File: src/sv/ssq_pkg.sv
// Shared types and constants for the single-server queue event stepper.
// No dependencies.
`default_nettype none

package ssq_pkg;

  typedef enum logic [0:0] {
    OP_RESTART = 1'b0,
    OP_ADVANCE = 1'b1
  } opcode_e;

  typedef enum logic [1:0] {
    EV_NONE      = 2'd0,
    EV_ARRIVAL   = 2'd1,
    EV_DEPARTURE = 2'd2
  } event_kind_e;

  // queue commands from the event core; push and pop never coincide
  typedef struct packed {
    logic clear;
    logic push;
    logic pop;
  } q_cmd_t;

  localparam logic [31:0] TARGET_RESET = 32'd1000;

  function automatic logic [63:0] sat_add64(input logic [63:0] a, input logic [63:0] b);
    logic [64:0] s;
    s = {1'b0, a} + {1'b0, b};
    return s[64] ? {64{1'b1}} : s[63:0];
  endfunction

endpackage

`default_nettype wire

File: src/sv/ssq_event.sv
// Event core: scheduling state, accumulators and the one-event update.
// Drives ssq_queue commands; uses ssq_pkg.
`default_nettype none

module ssq_event #(
  parameter int QUEUE_DEPTH = 128,
  parameter int TIME_BITS   = 48,
  localparam int CntW = $clog2(QUEUE_DEPTH + 1)
) (
  input  wire                   clk_i,
  input  wire                   rst_ni,
  input  wire                   fire_i,
  input  ssq_pkg::opcode_e      opcode_i,
  input  wire  [31:0]           ia_i,
  input  wire  [31:0]           sv_i,
  input  wire  [31:0]           target_i,
  input  wire  [CntW-1:0]       q_count_i,
  input  wire  [TIME_BITS-1:0]  q_head_i,
  output ssq_pkg::q_cmd_t       q_cmd_o,
  output logic [TIME_BITS-1:0]  q_wdata_o,
  output ssq_pkg::event_kind_e  kind_o,
  output logic [TIME_BITS-1:0]  time_o,
  output logic [CntW-1:0]       count_o,
  output logic                  busy_o,
  output logic [31:0]           served_o,
  output logic [63:0]           delay_o,
  output logic [63:0]           qarea_o,
  output logic [63:0]           barea_o,
  output logic                  done_o,
  output logic                  halted_o
);
  import ssq_pkg::*;

  localparam int SumW  = ((TIME_BITS > 32) ? TIME_BITS : 32) + 1;
  localparam int ProdW = CntW + TIME_BITS;
  localparam logic [TIME_BITS-1:0] TimeMax = '1;

  logic [TIME_BITS-1:0] now_q, now_d, narr_q, narr_d, ndep_q, ndep_d;
  logic                 dpend_q, dpend_d, busy_q, busy_d, halt_q, halt_d;
  logic [31:0]          served_q, served_d;
  logic [63:0]          delay_q, delay_d, qarea_q, qarea_d, barea_q, barea_d;
  logic [CntW-1:0]      count_d;

  logic                 is_dep;
  logic [TIME_BITS-1:0] t, dt, wait_t;
  logic [ProdW-1:0]     prod;
  logic                 q_full;
  q_cmd_t               cmd;
  event_kind_e          kind;

  function automatic logic [TIME_BITS-1:0] schedule(input logic [TIME_BITS-1:0] base,
                                                    input logic [31:0] draw);
    logic [SumW-1:0] s;
    s = SumW'(base) + SumW'(draw);
    return (s > SumW'(TimeMax)) ? TimeMax : TIME_BITS'(s);
  endfunction

  assign is_dep = dpend_q && (ndep_q < narr_q);
  assign t      = is_dep ? ndep_q : narr_q;
  assign dt     = (t > now_q) ? t - now_q : '0;
  assign wait_t = (t > q_head_i) ? t - q_head_i : '0;
  assign prod   = ProdW'(q_count_i) * ProdW'(dt);
  assign q_full = (q_count_i >= CntW'(QUEUE_DEPTH));

  always_comb begin
    now_d    = now_q;
    narr_d   = narr_q;
    ndep_d   = ndep_q;
    dpend_d  = dpend_q;
    busy_d   = busy_q;
    halt_d   = halt_q;
    served_d = served_q;
    delay_d  = delay_q;
    qarea_d  = qarea_q;
    barea_d  = barea_q;
    count_d  = q_count_i;
    cmd      = '0;
    kind     = EV_NONE;
    if (opcode_i == OP_RESTART) begin
      cmd.clear = 1'b1;
      now_d     = '0;
      narr_d    = schedule('0, ia_i);
      ndep_d    = '0;
      dpend_d   = 1'b0;
      busy_d    = 1'b0;
      halt_d    = 1'b0;
      served_d  = '0;
      delay_d   = '0;
      qarea_d   = '0;
      barea_d   = '0;
      count_d   = '0;
    end else if (!halt_q) begin
      qarea_d = sat_add64(qarea_q, 64'(prod));
      if (busy_q) begin
        barea_d = sat_add64(barea_q, 64'(dt));
      end
      now_d = t;
      if (!is_dep) begin
        kind   = EV_ARRIVAL;
        narr_d = schedule(t, ia_i);
        if (busy_q) begin
          if (q_full) begin
            halt_d = 1'b1;
          end else begin
            cmd.push = 1'b1;
            count_d  = q_count_i + CntW'(1);
          end
        end else begin
          if (served_q != '1) served_d = served_q + 32'd1;
          busy_d  = 1'b1;
          ndep_d  = schedule(t, sv_i);
          dpend_d = 1'b1;
        end
      end else begin
        kind = EV_DEPARTURE;
        if (q_count_i == '0) begin
          busy_d  = 1'b0;
          dpend_d = 1'b0;
        end else begin
          delay_d = sat_add64(delay_q, 64'(wait_t));
          if (served_q != '1) served_d = served_q + 32'd1;
          ndep_d  = schedule(t, sv_i);
          cmd.pop = 1'b1;
          count_d = q_count_i - CntW'(1);
        end
      end
    end
  end

  always_ff @(posedge clk_i or negedge rst_ni) begin
    if (!rst_ni) begin
      now_q    <= '0;
      narr_q   <= '0;
      ndep_q   <= '0;
      dpend_q  <= 1'b0;
      busy_q   <= 1'b0;
      halt_q   <= 1'b0;
      served_q <= '0;
      delay_q  <= '0;
      qarea_q  <= '0;
      barea_q  <= '0;
    end else if (fire_i) begin
      now_q    <= now_d;
      narr_q   <= narr_d;
      ndep_q   <= ndep_d;
      dpend_q  <= dpend_d;
      busy_q   <= busy_d;
      halt_q   <= halt_d;
      served_q <= served_d;
      delay_q  <= delay_d;
      qarea_q  <= qarea_d;
      barea_q  <= barea_d;
    end
  end

  assign q_cmd_o   = fire_i ? cmd : '0;
  assign q_wdata_o = t;
  assign kind_o    = kind;
  assign time_o    = now_d;
  assign count_o   = count_d;
  assign busy_o    = busy_d;
  assign served_o  = served_d;
  assign delay_o   = delay_d;
  assign qarea_o   = qarea_d;
  assign barea_o   = barea_d;
  assign done_o    = (served_d >= target_i);
  assign halted_o  = halt_d;

endmodule

`default_nettype wire

File: config.mk
export PLATFORM = sky130hd
export DESIGN_NAME = ssq_event
export DESIGN_NICKNAME = d
export VERILOG_FILES = /design/src/sv/ssq_pkg.sv /design/src/sv/ssq_event.sv
export SDC_FILE = /design/constraint.sdc
export NUM_CORES = 2
export LEC_CHECK = 0
export CORE_MARGIN = 4
export CORE_UTILIZATION = 61
export CTS_CLUSTER_SIZE = 30
export DETAILED_ROUTE_END_ITERATION = 10
export DONT_BUFFER_PORTS = 1
export PLACE_DENSITY_LB_ADDON = 0.3
export REMOVE_ABC_BUFFERS = 1
export SLEW_MARGIN = 10
export SYNTH_ARGS = -nofsm -noshare
export SYNTH_HDL_FRONTEND = slang
export SYNTH_SLANG_ARGS = --single-unit
File: constraint.sdc
create_clock -name clk_i -period 10 [get_ports clk_i]
set_input_delay 0.5 -clock clk_i [delete_from_list [all_inputs] [get_ports clk_i]]
set_output_delay 0.5 -clock clk_i [all_outputs]
set_load 0.02 [all_outputs]
==> flow_summary.yaml <==
run_status:
  status: "finished, violations left"
  violations: "setup timing"
timing:
  slew_violations: 0
  hold_violations: 0
  worst_pin_slew_ps: 1349
  tns_ps: -134470
  finalCritPeriodShare: 1.168
  setup_violations: 134
  max_freq_mhz: 85.64
  period_needed_ps: 11680
  setup_slack_ps: -1677
  relSlewSlack: 0.09800
  rsz0062_at_grt: "true"
  skew_ps: 25.27
floorplan:
  die_h_microns: 300.8
  rows: 107
  boundaryPins: 492
  dieArea_sq_mm: 0.09050
  initial_core_util: 0.6144
  core-area_sq_mm: 0.08515
  die_x_microns: 300.8
clocking:
  cts_buffers: 48
  clock-root-buffer: "clkbuf_16"
  cts_max_level: 2
  clock-sinks: 371
  path_clk_slew_ps: 60
  cts_tree: "done"
  clock_path_buffers: 3
  clk-insertion-delay-late_ps: 670
worst_setup_path:
  critical_path_class: "flop to output pin"
  cp_slowest_cell: "fa_1"
  crit_fanout: 6
  critPathArrivalTime_ps: 11180
  cp_common_cell: "buf_6"
  critPathRequiredTime_ps: 9500
  crit_path_end_kind: "output pin"
  slowest_delay_ps: 540
  cp-start-kind: "flop"
  regToRegSetupSlack_ps: -830
synth:
  yosysWarnings: 0
  postSynth.asyncResetShare: 1.000
  synthDistinctLibCells: 106
  netlist_instances: 6799
  synth_area_sq_mm: 0.05231
  ys_seq_area_frac: 0.1775
  ys.flop_type: "dfrtp_1"
  synth-seq-cells: 371
  synth-edff-count: 0
  avgSynthCellArea_sq_um: 7.694
cells_and_area:
  fin_util: 0.7703
  final_cell_mix: "1000 x buf_4, 698 x inv_1, 613 x nand2_1, 554 x nor2_1, 466 x a21oi_1"
  area_growth_pct: 25.38
  finalNonFillerCells: 8753
  nNetsFinal: 8481
  drive_gt1_frac: 0.2333
  mostFrequentLayoutCell: "buf_4"
placed_design:
  dpl.hpwl_microns: 161900
  numPortBuffers: 0
  gp_congestion: 1.052
  dp_cells: 8522
run:
  drv_cap: 0
route:
  vias: 57607
  drt_first_iter_violations: 6899
  wl_per_cell_microns: 25.41
  wl_microns: 222400
  ant_nets: 0
  via_per_inst: 6.581
  drc: 0
  first_pass_iters: 9
global_routing:
  grt_max_degree: 372
  antenna_found_initial: 6
  grt.busiest_layer: "met2"
  grt_pass1_wl_microns: 321600
  grt_use_total: 0.4578
  grtUsageMet1: 0.5707
  grt_remaining_overflow: 0
  grt_pass1_vias: 55065
  met3_usage: 0.1553
  use_met2: 0.6819
min_path:
  worst_hold_path_type: "primary input to flop"
[worst max-delay path, delay by kind of cell, from the launching register on]
family,cells,cell delay [ps]
simple gates,9,1900
flops,1,360
compound gates,13,2080
xor+xnor,1,110
buf+inv,19,2560
fa+ha+maj,8,3120
mux,1,370
[path summary, 6_finish.rpt]
check                                        from                        to  cells after the start
max                        narr_q[44]$_DFFE_PN0P_               qarea_o[52]                     51
min                                        fire_i  served_q[16]$_DFFE_PN0P_                      1
max reg2reg                narr_q[44]$_DFFE_PN0P_    qarea_q[4]$_DFFE_PN0P_                     51
min reg2reg                 now_q[25]$_DFFE_PN0P_     now_q[25]$_DFFE_PN0P_                      1
max in group asynchronous                  rst_ni     now_q[27]$_DFFE_PN0P_                      4
min in group asynchronous                  rst_ni    qarea_q[7]$_DFFE_PN0P_                      2
[per-stage QoR]
stage	worst slack [ps]	cell area (sq um)	hold slack [ps]
finish	-1677	65590	2.486
global route	-1824	65580	26.31
CTS	-1312	63010	0.4498
detailed placement	-1720	59550	214.1
global placement	-1542	59550	212.7
floorplan	-4565	50770	204.4
[metal layers]
layer,share of wire,vias up
met5,0.00019,-
met4,0.084,6
met2,0.42,3804
met1,0.36,27546
met3,0.14,992
li1,-,25259
[flip-flops by register name, indices dropped and copies added, names as in the netlist]
name and count:
dpend_q 1, served_q 32, ndep_q 48, qarea_q 64, now_q 48, narr_q 48, busy_q 1, halt_q 1
barea_q 64, delay_q 64
[cells in the mapped netlist, types with 21 or more instances]
cell type,count,area [sq um]
a21o_1,158,1186
o211ai_1,32,240.2
or3_1,38,237.7
xnor2_1,204,1787
o21ai_1,21,105.1
and3_1,102,638.1
o21ai_0,537,2688
nand4_1,108,675.7
o311a_1,26,260.3
fa_1,336,6726
a22o_1,49,429.2
ha_1,420,5255
o21bai_1,76,570.6
o21a_1,62,465.5
o31ai_1,26,195.2
a311oi_1,21,183.9
o221ai_1,43,376.6
nand2b_1,39,244.0
dfrtp_1,371,9284
nor2b_1,53,331.6
a31oi_1,83,519.3
nor2_1,607,2278
xor2_1,112,980.9
inv_1,724,2718
mux2_2,44,495.5
nor4_1,26,162.7
mux2i_1,22,220.2
nor3_1,124,620.6
and2_1,201,1257
a211oi_1,124,930.9
nand2_1,661,2481
clkbuf_1,296,1111
buf_2,41,205.2
a21oi_1,542,2713
nand3_1,114,570.6
[area by class of cell]
class	count	area, sq um
Inverter	728	2740
Timing Repair Buffer	1086	8725
Clock inverter	23	290.3
Antenna cell	2	5.005
Tap cell	1144	1431
Clock buffer	65	1315
Multi-Input combinational cell	5334	41790
Fill cell	6065	19560
Sequential cell	371	9288
[repair_timing]
item	CTS	global route
resized for setup	268	452
gates cloned	2	7
endpoints found under the hold margin	388	105
buffers inserted	54	76
pin swaps	113	224
hold buffers	5	1
endpoints found under the setup margin	255	234
[kinds of logic (layout without fill, tap and decap cells)]
logic type	after synthesis	count (layout)	share of synthesized area
and+or+nand+nor	2162	2164	0.1952
AOI/OAI and AO/OA	2021	2023	0.2480
buffers and inverters	1098	1902	0.08168
DFF	371	371	0.1775
muxes	75	75	0.01562
adders and majority gates	756	756	0.2290
xor gates and xnor gates	316	316	0.05291
other	0	2	0
Power is not shown: default switching activity piles up to over one toggle a cycle in this logic, so the estimate is an artifact.
